--- config.mk ---
export PLATFORM = sky130hd
export DESIGN_NAME = bounded_stack_state_machine_unit
export DESIGN_NICKNAME = d
export VERILOG_FILES = /design/src/rtl/core/bssm_pkg.sv /design/src/rtl/core/bounded_stack_state_machine_unit.sv /design/src/rtl/core/bssm_store.sv /design/src/rtl/core/bssm_ctrl.sv
export VERILOG_INCLUDE_DIRS = /design/src /design/src/rtl/core
export SDC_FILE = /design/constraint.sdc
export NUM_CORES = 1
export LEC_CHECK = 0
export ABC_AREA = 1
export BUFFER_PORTS_ARGS = -buffer_cell sky130_fd_sc_hd__buf_2
export CAP_MARGIN = 40
export CORE_MARGIN = 5
export CORE_UTILIZATION = 50
export CTS_CLUSTER_SIZE = 16
export DETAILED_ROUTE_END_ITERATION = 8
export PLACE_DENSITY = 0.68
export SETUP_SLACK_MARGIN = 0.05
export SYNTH_ARGS = -nofsm -noshare
export SYNTH_HDL_FRONTEND = slang
export SYNTH_SLANG_ARGS = --single-unit
--- constraint.sdc ---
create_clock -name clk -period 10.7 [get_ports clk]
set_input_delay 0 -clock clk [delete_from_list [all_inputs] [get_ports clk]]
set_output_delay 0 -clock clk [all_outputs]
set_load 0.1 [all_outputs]
--- src/rtl/core/bounded_stack_state_machine_unit_assert.svh ---
// Assertion macros used by the stack controller, bssm_ctrl.
// Each macro samples on clk and is disabled while rst_n is low.
`ifndef BOUNDED_STACK_STATE_MACHINE_UNIT_ASSERT_SVH
`define BOUNDED_STACK_STATE_MACHINE_UNIT_ASSERT_SVH

// Same-cycle implication.
`define BSSM_ASSERT_NOW(label, ante, cons) \
  label: assert property (@(posedge clk) disable iff (!rst_n) (ante) |-> (cons)) \
    else $error("%m: same-cycle check failed");

// Next-cycle implication.
`define BSSM_ASSERT_NEXT(label, ante, cons) \
  label: assert property (@(posedge clk) disable iff (!rst_n) (ante) |=> (cons)) \
    else $error("%m: next-cycle check failed");

`endif

--- src/rtl/core/bssm_pkg.sv ---
`default_nettype none

package bssm_pkg;

  // Stack geometry.
  localparam int unsigned DEPTH  = 8;
  localparam int unsigned ADDR_W = (DEPTH > 1) ? $clog2(DEPTH) : 1;
  localparam int unsigned CNT_W  = $clog2(DEPTH + 1);
  localparam logic [CNT_W-1:0] FULL_CNT = CNT_W'(DEPTH);

  // Field widths.
  localparam int unsigned CMD_W       = 2;
  localparam int unsigned WORD_W      = 32;
  localparam int unsigned STATUS_W    = 3;
  localparam int unsigned ITEM_CNT_W  = 4;
  localparam int unsigned IN_TDATA_W  = 40;
  localparam int unsigned OUT_TDATA_W = 48;

  // Command codes.
  typedef enum logic [CMD_W-1:0] {
    CMD_CLEAR = 2'd0,
    CMD_PUSH  = 2'd1,
    CMD_POP   = 2'd2,
    CMD_PEEK  = 2'd3
  } cmd_t;

  // Status machine states, also reported as the status field.
  typedef enum logic [STATUS_W-1:0] {
    MODE_UNINIT = 3'd0,
    MODE_EMPTY  = 3'd1,
    MODE_READY  = 3'd2,
    MODE_FULL   = 3'd3,
    MODE_ERROR  = 3'd4
  } mode_t;

  // Access request from the controller to the word storage.
  typedef struct packed {
    logic              wr_en;
    logic [ADDR_W-1:0] wr_addr;
    logic [WORD_W-1:0] wr_data;
    logic [ADDR_W-1:0] rd_addr;
  } store_req_t;

  // One result beat; the last field of the struct sits in the lowest bits.
  typedef struct packed {
    logic [ITEM_CNT_W-1:0] item_count;
    logic [STATUS_W-1:0]   status;
    logic                  read_valid;
    logic [WORD_W-1:0]     read_value;
    logic                  accepted;
  } result_t;

  // Status that follows from a fill level outside the error state.
  function automatic mode_t mode_for_count(input logic [CNT_W-1:0] n);
    mode_t m;
    if (n == '0) begin
      m = MODE_EMPTY;
    end else if (n >= FULL_CNT) begin
      m = MODE_FULL;
    end else begin
      m = MODE_READY;
    end
    return m;
  endfunction

endpackage

`default_nettype wire

--- src/rtl/core/bounded_stack_state_machine_unit.sv ---
// Bounded LIFO stack of signed 32-bit words with a five-state status machine.
// Input channel (in_*): one beat per command, cmd in in_tdata[1:0] (clear,
// push, pop, peek) and the word to push in in_tdata[33:2].
// Result channel (out_*): exactly one beat per command, in command order,
// carrying accepted, the popped or peeked word with its valid flag, the
// status after the command and the item count after the command.
// A command is taken into the input register, then executed and its result
// registered in the result register, which drives out_tvalid. Throughput is
// one command per cycle while the receiver does not stall: the stack pointer,
// the status and the top-word read are all combinational.
// When the receiver stalls, the result stays in the output register and one
// more command is still taken into the input register; after that in_tready
// drops until out_tready returns.
// A synchronous reset (rst_n low) empties both pipeline registers and puts
// the stack into the uninitialised state with a count of zero; a clear
// command is needed before pushes are allowed. Stored words are not reset.
`default_nettype none

module bounded_stack_state_machine_unit
  import bssm_pkg::*;
(
  input  wire logic                   clk,
  input  wire logic                   rst_n,
  input  wire logic                   in_tvalid,
  output logic                        in_tready,
  // [1:0] cmd, [33:2] push_value, [39:34] zero
  input  wire logic [IN_TDATA_W-1:0]  in_tdata,
  output logic                        out_tvalid,
  input  wire logic                   out_tready,
  // [0] accepted, [32:1] read_value, [33] read_valid, [36:34] status,
  // [40:37] item_count, [47:41] zero
  output logic [OUT_TDATA_W-1:0]      out_tdata
);

  logic              in_valid_r;
  cmd_t              in_cmd_r;
  logic [WORD_W-1:0] in_value_r;
  logic              out_valid_r;
  result_t           out_res_r;
  logic              advance;
  logic              go;
  store_req_t        store_req;
  logic [WORD_W-1:0] top_word;
  result_t           result;

  // Pipeline flow control.
  assign advance   = !out_valid_r || out_tready;
  assign go        = in_valid_r && advance;
  assign in_tready = !in_valid_r || advance;

  // Input register.
  always_ff @(posedge clk) begin
    if (!rst_n) begin
      in_valid_r <= 1'b0;
    end else if (in_tready) begin
      in_valid_r <= in_tvalid;
    end
  end

  always_ff @(posedge clk) begin
    if (in_tready && in_tvalid) begin
      in_cmd_r   <= cmd_t'(in_tdata[CMD_W-1:0]);
      in_value_r <= in_tdata[CMD_W+WORD_W-1:CMD_W];
    end
  end

  // Status machine and command execution.
  bssm_ctrl u_ctrl (
    .clk        (clk),
    .rst_n      (rst_n),
    .go         (go),
    .cmd        (in_cmd_r),
    .push_value (in_value_r),
    .top_word   (top_word),
    .store_req  (store_req),
    .result     (result)
  );

  // Word storage.
  bssm_store u_store (
    .clk     (clk),
    .req     (store_req),
    .rd_data (top_word)
  );

  // Result register.
  always_ff @(posedge clk) begin
    if (!rst_n) begin
      out_valid_r <= 1'b0;
    end else if (advance) begin
      out_valid_r <= in_valid_r;
    end
  end

  always_ff @(posedge clk) begin
    if (go) begin
      out_res_r <= result;
    end
  end

  assign out_tvalid = out_valid_r;
  assign out_tdata  = OUT_TDATA_W'(out_res_r);

endmodule

`default_nettype wire

--- src/rtl/core/bssm_store.sv ---
`default_nettype none

module bssm_store
  import bssm_pkg::*;
(
  input  wire logic              clk,
  input  wire store_req_t        req,
  output logic [WORD_W-1:0]      rd_data
);

  logic [WORD_W-1:0] word_r [DEPTH];

  // Write port: one word per pushed beat.
  always_ff @(posedge clk) begin
    if (req.wr_en) begin
      word_r[req.wr_addr] <= req.wr_data;
    end
  end

  // Read port: the current top of stack.
  assign rd_data = word_r[req.rd_addr];

endmodule

`default_nettype wire

--- src/rtl/core/bssm_ctrl.sv ---
`default_nettype none

module bssm_ctrl
  import bssm_pkg::*;
(
  input  wire logic              clk,
  input  wire logic              rst_n,
  input  wire logic              go,
  input  wire cmd_t              cmd,
  input  wire logic [WORD_W-1:0] push_value,
  input  wire logic [WORD_W-1:0] top_word,
  output store_req_t             store_req,
  output result_t                result
);

  `include "bounded_stack_state_machine_unit_assert.svh"

  mode_t            mode_r, mode_nxt;
  logic [CNT_W-1:0] fill_count_r, fill_count_nxt;

  // Status and fill level registers.
  always_ff @(posedge clk) begin
    if (!rst_n) begin
      mode_r       <= MODE_UNINIT;
      fill_count_r <= '0;
    end else begin
      mode_r       <= mode_nxt;
      fill_count_r <= fill_count_nxt;
    end
  end

  // Command decode, next state and the result of the beat in flight.
  always_comb begin
    logic             accepted;
    logic             rd_valid;
    mode_t            m;
    logic [CNT_W-1:0] n;
    accepted          = 1'b1;
    rd_valid          = 1'b0;
    m                 = mode_r;
    n                 = fill_count_r;
    store_req.wr_en   = 1'b0;
    store_req.wr_addr = fill_count_r[ADDR_W-1:0];
    store_req.wr_data = push_value;
    store_req.rd_addr = ADDR_W'(fill_count_r - 1'b1);

    if (mode_r == MODE_ERROR && cmd != CMD_CLEAR) begin
      accepted = 1'b0;
    end else begin
      case (cmd)
        CMD_CLEAR: begin
          n = '0;
          m = MODE_EMPTY;
        end
        CMD_PUSH: begin
          if (mode_r == MODE_UNINIT || fill_count_r >= FULL_CNT) begin
            m = MODE_ERROR;
          end else begin
            store_req.wr_en = go;
            n = fill_count_r + 1'b1;
            m = mode_for_count(n);
          end
        end
        CMD_POP, CMD_PEEK: begin
          if (mode_r == MODE_UNINIT || fill_count_r == '0) begin
            m = MODE_ERROR;
          end else begin
            rd_valid = 1'b1;
            if (cmd == CMD_POP) begin
              n = fill_count_r - 1'b1;
              m = mode_for_count(n);
            end
          end
        end
        default: begin
          m = mode_r;
        end
      endcase
    end

    // State only moves when a beat leaves the input register.
    mode_nxt       = go ? m : mode_r;
    fill_count_nxt = go ? n : fill_count_r;

    result.accepted   = accepted;
    result.read_valid = rd_valid;
    result.read_value = rd_valid ? top_word : '0;
    result.status     = m;
    result.item_count = ITEM_CNT_W'(n);
  end

  // The fill level agrees with the status outside the error state.
  `BSSM_ASSERT_NOW(a_uninit_empty, mode_r == MODE_UNINIT, fill_count_r == '0)
  `BSSM_ASSERT_NOW(a_empty_zero, mode_r == MODE_EMPTY, fill_count_r == '0)
  `BSSM_ASSERT_NOW(a_full_count, mode_r == MODE_FULL, fill_count_r == FULL_CNT)
  // A rejected command in error changes nothing.
  `BSSM_ASSERT_NEXT(a_error_sticky, go && mode_r == MODE_ERROR && cmd != CMD_CLEAR,
    mode_r == MODE_ERROR && $stable(fill_count_r))
  // A word is only returned by an accepted command, and never by a push.
  `BSSM_ASSERT_NOW(a_read_ok, result.read_valid,
    result.accepted && !store_req.wr_en && fill_count_r != '0)

endmodule

`default_nettype wire
Yosys cells after proc, flatten, opt, wreduce, memory -nomap -nowiden
Memories as Yosys holds them, arrays and structs flattened. A register that Yosys moved wholly into a read port is not among the register bits.
Cells that the tools add are included.

operators by class
  add/subtract/negate cells = 2
  order comparisons = 3
  equality and inequality tests = 4
  muxes and demuxes = 23
  reduce and logical (&&, ||, !) cells = 17

operator list
  kind                                                      number
  2-to-1 mux 3 bit                                          6
  2-to-1 mux 4 bit                                          4
  greater-or-equal comparator 4 bit, second input constant  3
  logical NOT 4 bit                                         3
  one-hot mux 4 bit (3 select lines)                        1
  2-to-1 mux 1 bit                                          11
  one-hot mux 3 bit (3 select lines)                        1
  adder 4 x 1 -> 4 bit, second input constant               1
  == test 2 bit, second input constant                      2
  logical OR 1 bit                                          4
  subtractor 4 x 1 -> 4 bit, second input constant          1
  == test 3 bit, second input constant                      1
  logical AND 1 bit                                         3
  logical NOT 1 bit                                         3
  logical NOT 3 bit                                         1
  == test 2 x 1 -> 1 bit, second input constant             1
  logical NOT 2 bit                                         1
  nonzero test 2 bit                                        1
  OR reduction 2 bit                                        1

word-level totals
  bits in registers = 52
  memory bits (writable) = 256
  input port bits = 44
  output and inout bits = 50
  word-level logic and storage cells = 60
  memories kept = 1

memories
  memory          words  width  read ports  clocked after memory_dff  write ports  RTL line          text
  u_store.word_r  8      32     1           1                         1            bssm_store.sv:11  logic [WORD_W-1:0] word_r [DEPTH];

Depth between registers and ports, before layout
Gate-level depths: netlist (run 1).

  depth after elaboration = 8
  depth in mapped cells = 16
  depth with buffers taken out = 13

By module
A second synthesis (run 1) with hierarchy kept.

unflattened totals
  cell total of the unflattened synthesis = 1,445
  area total of the unflattened synthesis = 14,923.1 um2

modules (own cells, without submodules)
  module                            times used  cells an instance  area an instance (um2)  sequential area each (um2)
  bssm_store                        1           1,124              11,232.0                7,687.4
  bounded_stack_state_machine_unit  1           96                 2,403.6                 2,292.2
  bssm_ctrl                         1           225                1,287.5                 140.1

Worst setup path after synthesis (run 1)
Ideal clock, no wire load.

  kind = flip-flop to flip-flop
  start = register out_valid_r (netlist: out_tvalid)
  end = memory u_store.word_r[1][0], enable pin
  setup time = 0.461 ns
  data arrival time = 3.523 ns
  required time = 10.239 ns
  path slack = 6.716 ns
  stages on the path, launching flop included = 6
  buffers on the path = 0
  period minus slack after synthesis = 3.984 ns
  cell sequence = dfxtp_1 nand2_1 nand2_1 nor2_2 nand2_1 nor3_1

on the way
  word-level cells in the longest chain between the ends = 8

RTL lines
  what                                    RTL line                                text
  start, declared                         bounded_stack_state_machine_unit.sv:38  logic out_valid_r;
  start signal, assigned                  bounded_stack_state_machine_unit.sv:91  out_valid_r <= in_valid_r;
  logical NOT 1 bit                       bounded_stack_state_machine_unit.sv:47  assign advance = !out_valid_r || out_tready;
  logical OR 1 bit                        bounded_stack_state_machine_unit.sv:47
  logical AND 1 bit                       bounded_stack_state_machine_unit.sv:48  assign go = in_valid_r && advance;
  2-to-1 mux 1 bit                        bssm_ctrl.sv:56                         if (mode_r == MODE_UNINIT || fill_count_r >= FULL_CNT) begin
  2-to-1 mux 1 bit                        bssm_ctrl.sv:50                         case (cmd)
  2-to-1 mux 1 bit                        bssm_ctrl.sv:47                         if (mode_r == MODE_ERROR && cmd != CMD_CLEAR) begin
  2-to-1 mux 1 bit                        bssm_store.sv:15                        if (req.wr_en) begin
  2-to-1 mux 1 bit (not written as such)  bssm_store.sv:16                        word_r[req.wr_addr] <= req.wr_data;
  end, declared                           bssm_store.sv:11

Every way passes these cells.

Final worst setup path (run 1)
  start = register in_cmd_r[1]
  end = memory u_store.word_r[1][19], enable pin

on the way
  word-level cells in the longest chain between the ends = 5
  elaborated cells between the ends (all ways) = 7
  those cells by class = 1 x eq/ne; 4 x mux; 2 x reduce/logical

RTL lines
  what                                                                 RTL line                                text
  start, declared                                                      bounded_stack_state_machine_unit.sv:36  cmd_t in_cmd_r;
  start signal, assigned                                               bounded_stack_state_machine_unit.sv:62  in_cmd_r <= cmd_t'(in_tdata[CMD_W-1:0]);
  == test 2 x 1 -> 1 bit / nonzero test 2 bit (equally long branches)  bssm_ctrl.sv:50, bssm_ctrl.sv:47
  2-to-1 mux 1 bit / logical AND 1 bit (equally long branches)         bssm_ctrl.sv:50, bssm_ctrl.sv:47
  2-to-1 mux 1 bit (*)                                                 bssm_ctrl.sv:47
  2-to-1 mux 1 bit (*)                                                 bssm_store.sv:15
  2-to-1 mux 1 bit (not written as such) (*)                           bssm_store.sv:16

Every way passes the cells marked *; elsewhere a longest branch is shown, timed or not.

==> impl_results.md, run 1 <==
- Status: finished, final reports clean
- Pint: around 2.2 mW
- First-pass GRT wire length: 41470 microns
- Reg2reg setup slack: 7.85 ns
- Crit path launch type: flip-flop
- Ys async rst share: 0
- Metal2 WL: ~13000 microns
- Drt pass-1 iters: 5
- Crit-path leading delay family: simple AND/OR/NAND/NOR gates
- Worst skew pair latency: 0.50 ns
- Clock network fraction of total power: 0.382
- Min Hold Slack: 0.2019 ns
- Post-synth EDFFs: ~330
- CP max FO: 26
- Layout Skew: 0.008935 ns
- Post-CTS Setup Bufs: 0
- RSZ-0062 raised after global routing: false
- Ys Warns: 0
- Gate count of the mapped netlist: about 950
- Critical path, cell by cell: inv_2, nand2_1, inv_2, nand3_1, inv_2, nand2_1, nor2_2, nand2_1, nor3_2, buf_4
- Pwr Density: 190.5 mW/mm^2
- Max stage delay on crit path: 0.60 ns
- Syn_area_per_cell: 13.67 sq um
- Element type at the critical path end: flip-flop
- # resized after CTS: 0
- Leading area contributor after synthesis: edfxtp_1
- Maximum vdd ir drop: about 0.00012 V
- Port bufs: 80
- Leakage: ~5.4 nW
- Unique masters post-synth: 29
- Critical path arrival: 2.99 ns
- Ys flop type: edfxtp_1
- Initial Utilization: 0.5038
- Synth cell count leaders: 331 x edfxtp_1, 203 x nor2_1, 119 x o21ai_0
- Post-layout min period: 2.849 ns
- ANT cells: 0
- Setup TNS: 0 ns
- Gr ovfl total: 0
- CTS clk-pin slew, worst paths: 0.05 ns
- GP Congestion: 0.8251
- WP data required: between 10 and 15 ns
- Initial antenna violation count: 0
- R2r endpoint: u_store.word_r[1][19]$_DFFE_PP_
- Worst reg2reg startpoint: in_cmd_r[1]$_DFFE_PP_
- Final Hold Violating Endpoints: 0
- Fmax: about 350 MHz
- Switching share of power: 0.2398
- Synthesized area: 0.01302 sq mm
- Sequential area share after synthesis: 0.7774
- Combinational share of power: 0.101
- Largest net degree at the start of global routing: 89
- Highest metal used: met4
- CTS Buf Count: 35
- # rows: 59
- Yosys top cell area share: 0.7636
- WP buf/inv: 4
- Gr usage total: 0.1833
- # setup viols final: 0
- Routed Antenna Nets: 0
- Count leader, synth: edfxtp_1
- CTS tree: built
- Slew margin rel.: 0.4989
- Worst Hold End: in_value_r[17]$_DFFE_PP_
- Vias in the first global route: 7561
- Die Wd: 171.4 microns
- Post-cts hold buffer count: 38
- Hold depth: 2
- Crit Path Class: flip-flop to flip-flop
- Max Cap Viol: 0
- Number of synthesized register bits: 340
- Sequential Power Share: 0.518
- Full die area: 0.02936 sq mm
- Worst R2R Path Depth: 10
- Hpwl dp: 14220 microns
- Worst Hold Launch: in_tdata[19]
- Worst slew pin tran: 0.7476 ns
- Htree depth: 2
- Avg WL per Cell: about 19 microns
- Met1 Routed Length: 11250 microns
- Routed vias/inst: 5.485
- Max Root-Sink Buffers: 3
- Final net count: roughly 1100
- Vias post-DR: between 7000 and 8000
- Final WL: roughly 27000 microns
- Proportion of layout cells with a drive suffix above 1: 0.1650
- Sw Pwr: 0.6976 mW
- Period utilization: 0.2662
- Crit path depth: 10
- Die Span Y: between 150 and 200 microns
- Total chip power: 2.910 mW
- Area delta synth->final: 17.30%
- Root Driver: clkbuf_16
- DRC viols: 0
- Initial DRC count: around 700
- Non-filler cells in the finished layout: 1432
- Slowest CP cell: nor3_2
- Synth top area cells: edfxtp_1 76%, nor2_1 5.9%, o21ai_0 4.6%
- Ports: 94
- Placed Cells incl. Taps: 1336
- Metal3 WL: 1856 microns
- Final Max Slew Viols: 0
- Class of the tightest hold or removal check: input pin to flip-flop
- TritonCTS Sinks: 340
- Core area: roughly 0.026 sq mm
sequential cells by signal, indices dropped and copies added, names as in the netlist:
name and cells:
out_tdata 41, in_value_r 32, u_ctrl.mode_r 3, u_store.word_r 256, in_cmd_r 2, u_ctrl.fill_count_r 4, out_tvalid 1, in_valid_r 1
layout make-up:
type	instances	area, sq um
Timing Repair Buffer	141	1031
Multi-Input combinational cell	527	2526
Tap cell	335	419.2
Clock buffer	40	937.1
Sequential cell	340	10120
Clock inverter	18	113.9
Fill cell	1996	10570
Inverter	31	118.9
power groups by stage:
stage | logic [mW] | registers (mW) | clock network, mW
after floorplan | 0.159 | 1.58 | 0
after global placement | 0.265 | 1.53 | 0
after detailed placement | 0.281 | 1.53 | 0
after CTS | 0.293 | 1.51 | 1.13
after global routing | 0.318 | 1.51 | 1.19
final | 0.293 | 1.51 | 1.11
placed cells by master (no fill, tap or decap), types with 4 or more instances in the layout:
master / instances
nand3_1: 7
conb_1: 7
nand2_2: 4
buf_2: 80
dfxtp_1: 8
buf_4: 18
a21oi_1: 10
nor3_2: 6
inv_2: 12
inv_1: 17
clkinv_1: 11
o22ai_1: 64
nor2_1: 201
clkbuf_16: 37
o21ai_0: 119
dlygate4sd3_1: 38
nand2_1: 41
o21ai_1: 51
edfxtp_1: 331
logic make-up after synthesis:
logic type / Yosys count / share of synthesized area
DFF: 340 / 0.7774
buffers and inverters: 91 / 0.03374
and+or+nand+nor: 269 / 0.08333
other: 1 / 0.0002881
xor gates and xnor gates: 1 / 0.0006729
adders and majority gates: 3 / 0.002884
AOI/OAI and AO/OA: 247 / 0.1017
worst max-delay path by stage:
stage | start | endpoint | slack [ns]
floorplan | out_tvalid$_SDFFE_PN0P_ | u_store.word_r[1][0]$_DFFE_PP_ | 6.72
global placement | u_ctrl.fill_count_r[1]$_SDFFE_PN0P_ | out_tdata[39]$_DFFE_PP_ | 7.47
detailed placement | in_cmd_r[1]$_DFFE_PP_ | u_store.word_r[1][19]$_DFFE_PP_ | 7.86
CTS | in_cmd_r[1]$_DFFE_PP_ | u_store.word_r[1][19]$_DFFE_PP_ | 7.85
global route | in_cmd_r[1]$_DFFE_PP_ | u_store.word_r[1][19]$_DFFE_PP_ | 7.67
finish | in_cmd_r[1]$_DFFE_PP_ | u_store.word_r[1][19]$_DFFE_PP_ | 7.85
through the flow:
stage               instance area (sq um)    util  worst slack [ns]
floorplan                           13040       -             6.716
global placement                    13710  0.5306             7.471
detailed placement                  13840  0.5356             7.860
CTS                                 15270  0.5910             7.847
global route                        15270  0.5910             7.671
finish                              15270  0.5910             7.851
per-layer routing:
layer / global-route usage / vias to the layer above
met2: 0.3098 / 286
met5: 0 / -
met3: 0.02643 / 47
met1: 0.2519 / 3813
met4: 0.05133 / 0
li1: - / 3708
Power figures use the tool's default switching activity.
==> inputs of run 2 (changes only) <==
ABC_AREA = 0   (was 1)
PLACE_DENSITY = 0.71   (was 0.68)
clock period = 2.35 ns   (was 10.7 ns; I/O delays follow)
==> run 2 against run 1 <==
Net effect: clock power grew to 5.3 times the previous value; critical path depth is 5 lower; register-to-register slack worse by 7.6 ns; critical endpoint is now out_tdata[29]$_SDFFCE_PN0P_; highest routed layer unchanged.
==> impl_results.md, run 2 <==
- WP data required: 2.59 ns (-8.25 ns)
- Sequential area share after synthesis: 0.7860 (+0.008613)
- Drt pass-1 iters: 4 (-1)
- Proportion of layout cells with a drive suffix above 1: 0.3240 (+0.1590)
- Fmax: 467.9 MHz (+33%)
- Leading area contributor after synthesis: edfxtp_1
- Slowest CP cell: mux4_2
- Critical path, cell by cell: buf_4, buf_4, mux4_2, nand2_1, a21oi_1
- Htree depth: 2 (unchanged)
- CTS tree: built
- Number of synthesized register bits: 340 (unchanged)
- Final WL: 25520 microns (-5.2%)
- Post-synth EDFFs: 331 (unchanged)
- Post-layout min period: 2.137 ns (-0.7117 ns)
- Ports: 94 (unchanged)
- GP Congestion: 0.8859 (+7.4%)
- Ys async rst share: 0 (unchanged)
- Final net count: 880 (-22%)
- CP max FO: 20 (-23%)
- Port bufs: 80 (unchanged)
- Die Wd: 170.5 microns (-0.52%)
- Crit-path leading delay family: buffers and inverters
- TritonCTS Sinks: 340 (unchanged)
- Area delta synth->final: 23.48%
- Status: finished, final reports clean
- DRC viols: 0 (unchanged)
- Unique masters post-synth: 50 (+72%)
- Gr ovfl total: 0 (unchanged)
- # setup viols final: 0 (unchanged)
- Largest register by flop count: u_store.word_r
- Largest net degree at the start of global routing: 41 (-54%)
- Slew margin rel.: 0.6050 (+0.1061)
- Root Driver: clkbuf_16
- Synth top area cells: edfxtp_1 77%, mux4_2 11%, nand2_1 2.4%
- Placed Cells incl. Taps: 1067 (-20%)
- Yosys top cell area share: 0.7720 (+0.008459)
- Setup TNS: 0 ns (unchanged)
- # resized after CTS: 0 (unchanged)
- RSZ-0062 raised after global routing: false
- Dpl ws: 0.1110 ns (-7.749 ns)
- Most used cell, CP: buf_4
- Die Span Y: 170.5 microns (-0.52%)
- Hpwl dp: 14550 microns (+2.3%)
- Worst skew pair latency: 0.51 ns (about the same)
- Syn_area_per_cell: 19.54 sq um (+43%)
- Leakage: 5.345 nW (-0.47%)
- Routed Antenna Nets: 0 (unchanged)
- Initial antenna violation count: 0 (unchanged)
- Reg2reg setup slack: 0.21 ns (-7.64 ns)
- CTS Buf Count: 36 (+2.9%)
- Final Hold Violating Endpoints: 0 (unchanged)
- WP buf/inv: 2 (-2)
- Gate count of the mapped netlist: 659 (-31%)
- Count leader, synth: edfxtp_1
- Max Cap Viol: 0 (unchanged)
- Max stage delay on crit path: 0.60 ns (about the same)
- Synthesized area: 0.01287 sq mm (-1.1%)
- Avg WL per Cell: 21.48 microns (+14%)
- Layout Skew: 0.02624 ns (+0.01731 ns)
- Vias post-DR: 6603 (-16%)
- CTS clk-pin slew, worst paths: 0.06 ns (about the same)
- Commonest non-fill, non-tap cells in the layout: 331 x edfxtp_1, 82 x nand2_1, 80 x buf_2, 64 x mux4_2, 39 x dlygate4sd3_1
- Initial Utilization: 0.5098 (+0.005984)
- Synth cell count leaders: 331 x edfxtp_1, 84 x nand2_1, 64 x mux4_2
- Max Root-Sink Buffers: 3 (unchanged)
- Full die area: 0.02906 sq mm (-1.0%)
- Non-filler cells in the finished layout: 1188 (-17%)
- # rows: 58 (-1.7%)
- Element type at the critical path end: flip-flop
- Layout Utilization: 0.6295 (+0.03852)
- Crit Path Class: flip-flop to flip-flop
- First-pass GRT wire length: 39850 microns (-3.9%)
- Commonest non-fill, non-tap cell in the layout: edfxtp_1
- Final setup margin: 0.2130 ns (-7.638 ns)
- Vias in the first global route: 6855 (-9.3%)
- Filler Cells Inserted: 1706 (-15%)
- Ys Warns: 0 (unchanged)
- Final Max Slew Viols: 0 (unchanged)
- ANT cells: 0 (unchanged)
- Core area: 0.02525 sq mm (-2.3%)
- Initial DRC count: 560 (-20%)
- Crit path launch type: flip-flop
- Maximum vdd ir drop: 0.0006597 V (+470%)
- Worst slew pin tran: 0.5926 ns (-0.1550 ns)
- Ys flop type: edfxtp_1
- Pwr Density: 829.7 mW/mm^2 (+340%)
- Number of flip-flops under the largest register name: 256 (unchanged)
- Class of the tightest hold or removal check: input pin to flip-flop
- Critical path arrival: 2.37 ns (-0.62 ns)
- Gr usage total: 0.1804 (-0.002906)
- Routed vias/inst: 5.558 (+1.3%)
- Period utilization: 0.9094 (+0.6431)
run 2: cell types whose count changed after synthesis, moves of 43 or more:
cell / before / now
o21ai_1: 51 / 0
mux4_2: 0 / 64
o22ai_1: 64 / 2
o21ai_0: 119 / 7
nor2_1: 203 / 17
nand2_1: 41 / 84
run 2: cell families (layout without fill, tap and decap cells):
family                     count (synthesis)  in the layout  synth area share
DFF                                      340            340            0.7860
and+or+nand+nor                          133            133           0.04538
AOI/OAI and AO/OA                         67             67           0.03304
muxes                                     64             64            0.1120
buffers and inverters                     47            240           0.01769
xor gates and xnor gates                   4              4          0.002722
adders and majority gates                  3              3          0.002916
other                                      1              7         0.0002913
run 2: routing by layer:
layer  routed length (microns)  share of wire  GRT usage  up-vias
li1                          -              -          -     2963
met1                     10470           0.41     0.2530     3376
met2                     12880           0.50     0.2993      232
met3                      1770          0.069    0.03252       32
met4                       398          0.016    0.04375        0
met5                         0              0          0        -
run 2: cell type report:
class                   instances  area (sq um)  share of cell area
inverters                       6         35.03            0.002204
flip-flops and latches        340         10130              0.6370
clock inverters                23         296.5             0.01865
clock buffers                  40         937.1             0.05895
multi-input cells             278          2683              0.1687
repair buffers                171          1406             0.08846
well taps                     330         412.9             0.02597
run 2: per-stage QoR:
step / total power, mW / hold slack, ns / area (sq um)
5_1_grt: 13.62 / 0.1810 / 15900
4_1_cts: 13.32 / 0.1669 / 15740
2_1_floorplan: 7.294 / 0.09887 / 13010
3_3_place_gp: 7.423 / 0.1770 / 14100
6_report: 13.19 / 0.1895 / 15900
3_5_place_dp: 7.441 / 0.1781 / 14120
run 2: what timing repair did:
action	CTS	global route
endpoints found under the hold margin	43	0
hold buffers	39	0
setup endpoints to repair	0	72
buffers inserted	0	19
run 2: worst paths after layout:
kind,start,endpoint,depth (start not counted)
worst min register to register,u_ctrl.mode_r[0]$_SDFFE_PN0P_,u_ctrl.mode_r[0]$_SDFFE_PN0P_,2
worst min-delay path,in_tdata[17],in_value_r[15]$_DFFE_PP_,2
worst max-delay path,u_ctrl.fill_count_r[0]$_SDFFE_PN0P_,out_tdata[29]$_SDFFCE_PN0P_,5
worst max register to register,u_ctrl.fill_count_r[0]$_SDFFE_PN0P_,out_tdata[29]$_SDFFCE_PN0P_,5
run 2: worst reg2reg max path, delay by kind of cell, from the launching register on:
| family | cells | cell delay (ns) |
|---|---|---|
| buf+inv | 2 | 0.74 |
| compound gates | 1 | 0.09 |
| simple gates | 1 | 0.10 |
| mux | 1 | 0.61 |
| flops | 1 | 0.34 |
run 2: power by group:
group | switching [mW] | total, mW | internal [mW]
clock | 2.18 | 5.83 | 3.65
combinational | 0.405 | 0.559 | 0.154
sequential | 0.0772 | 6.80 | 6.73
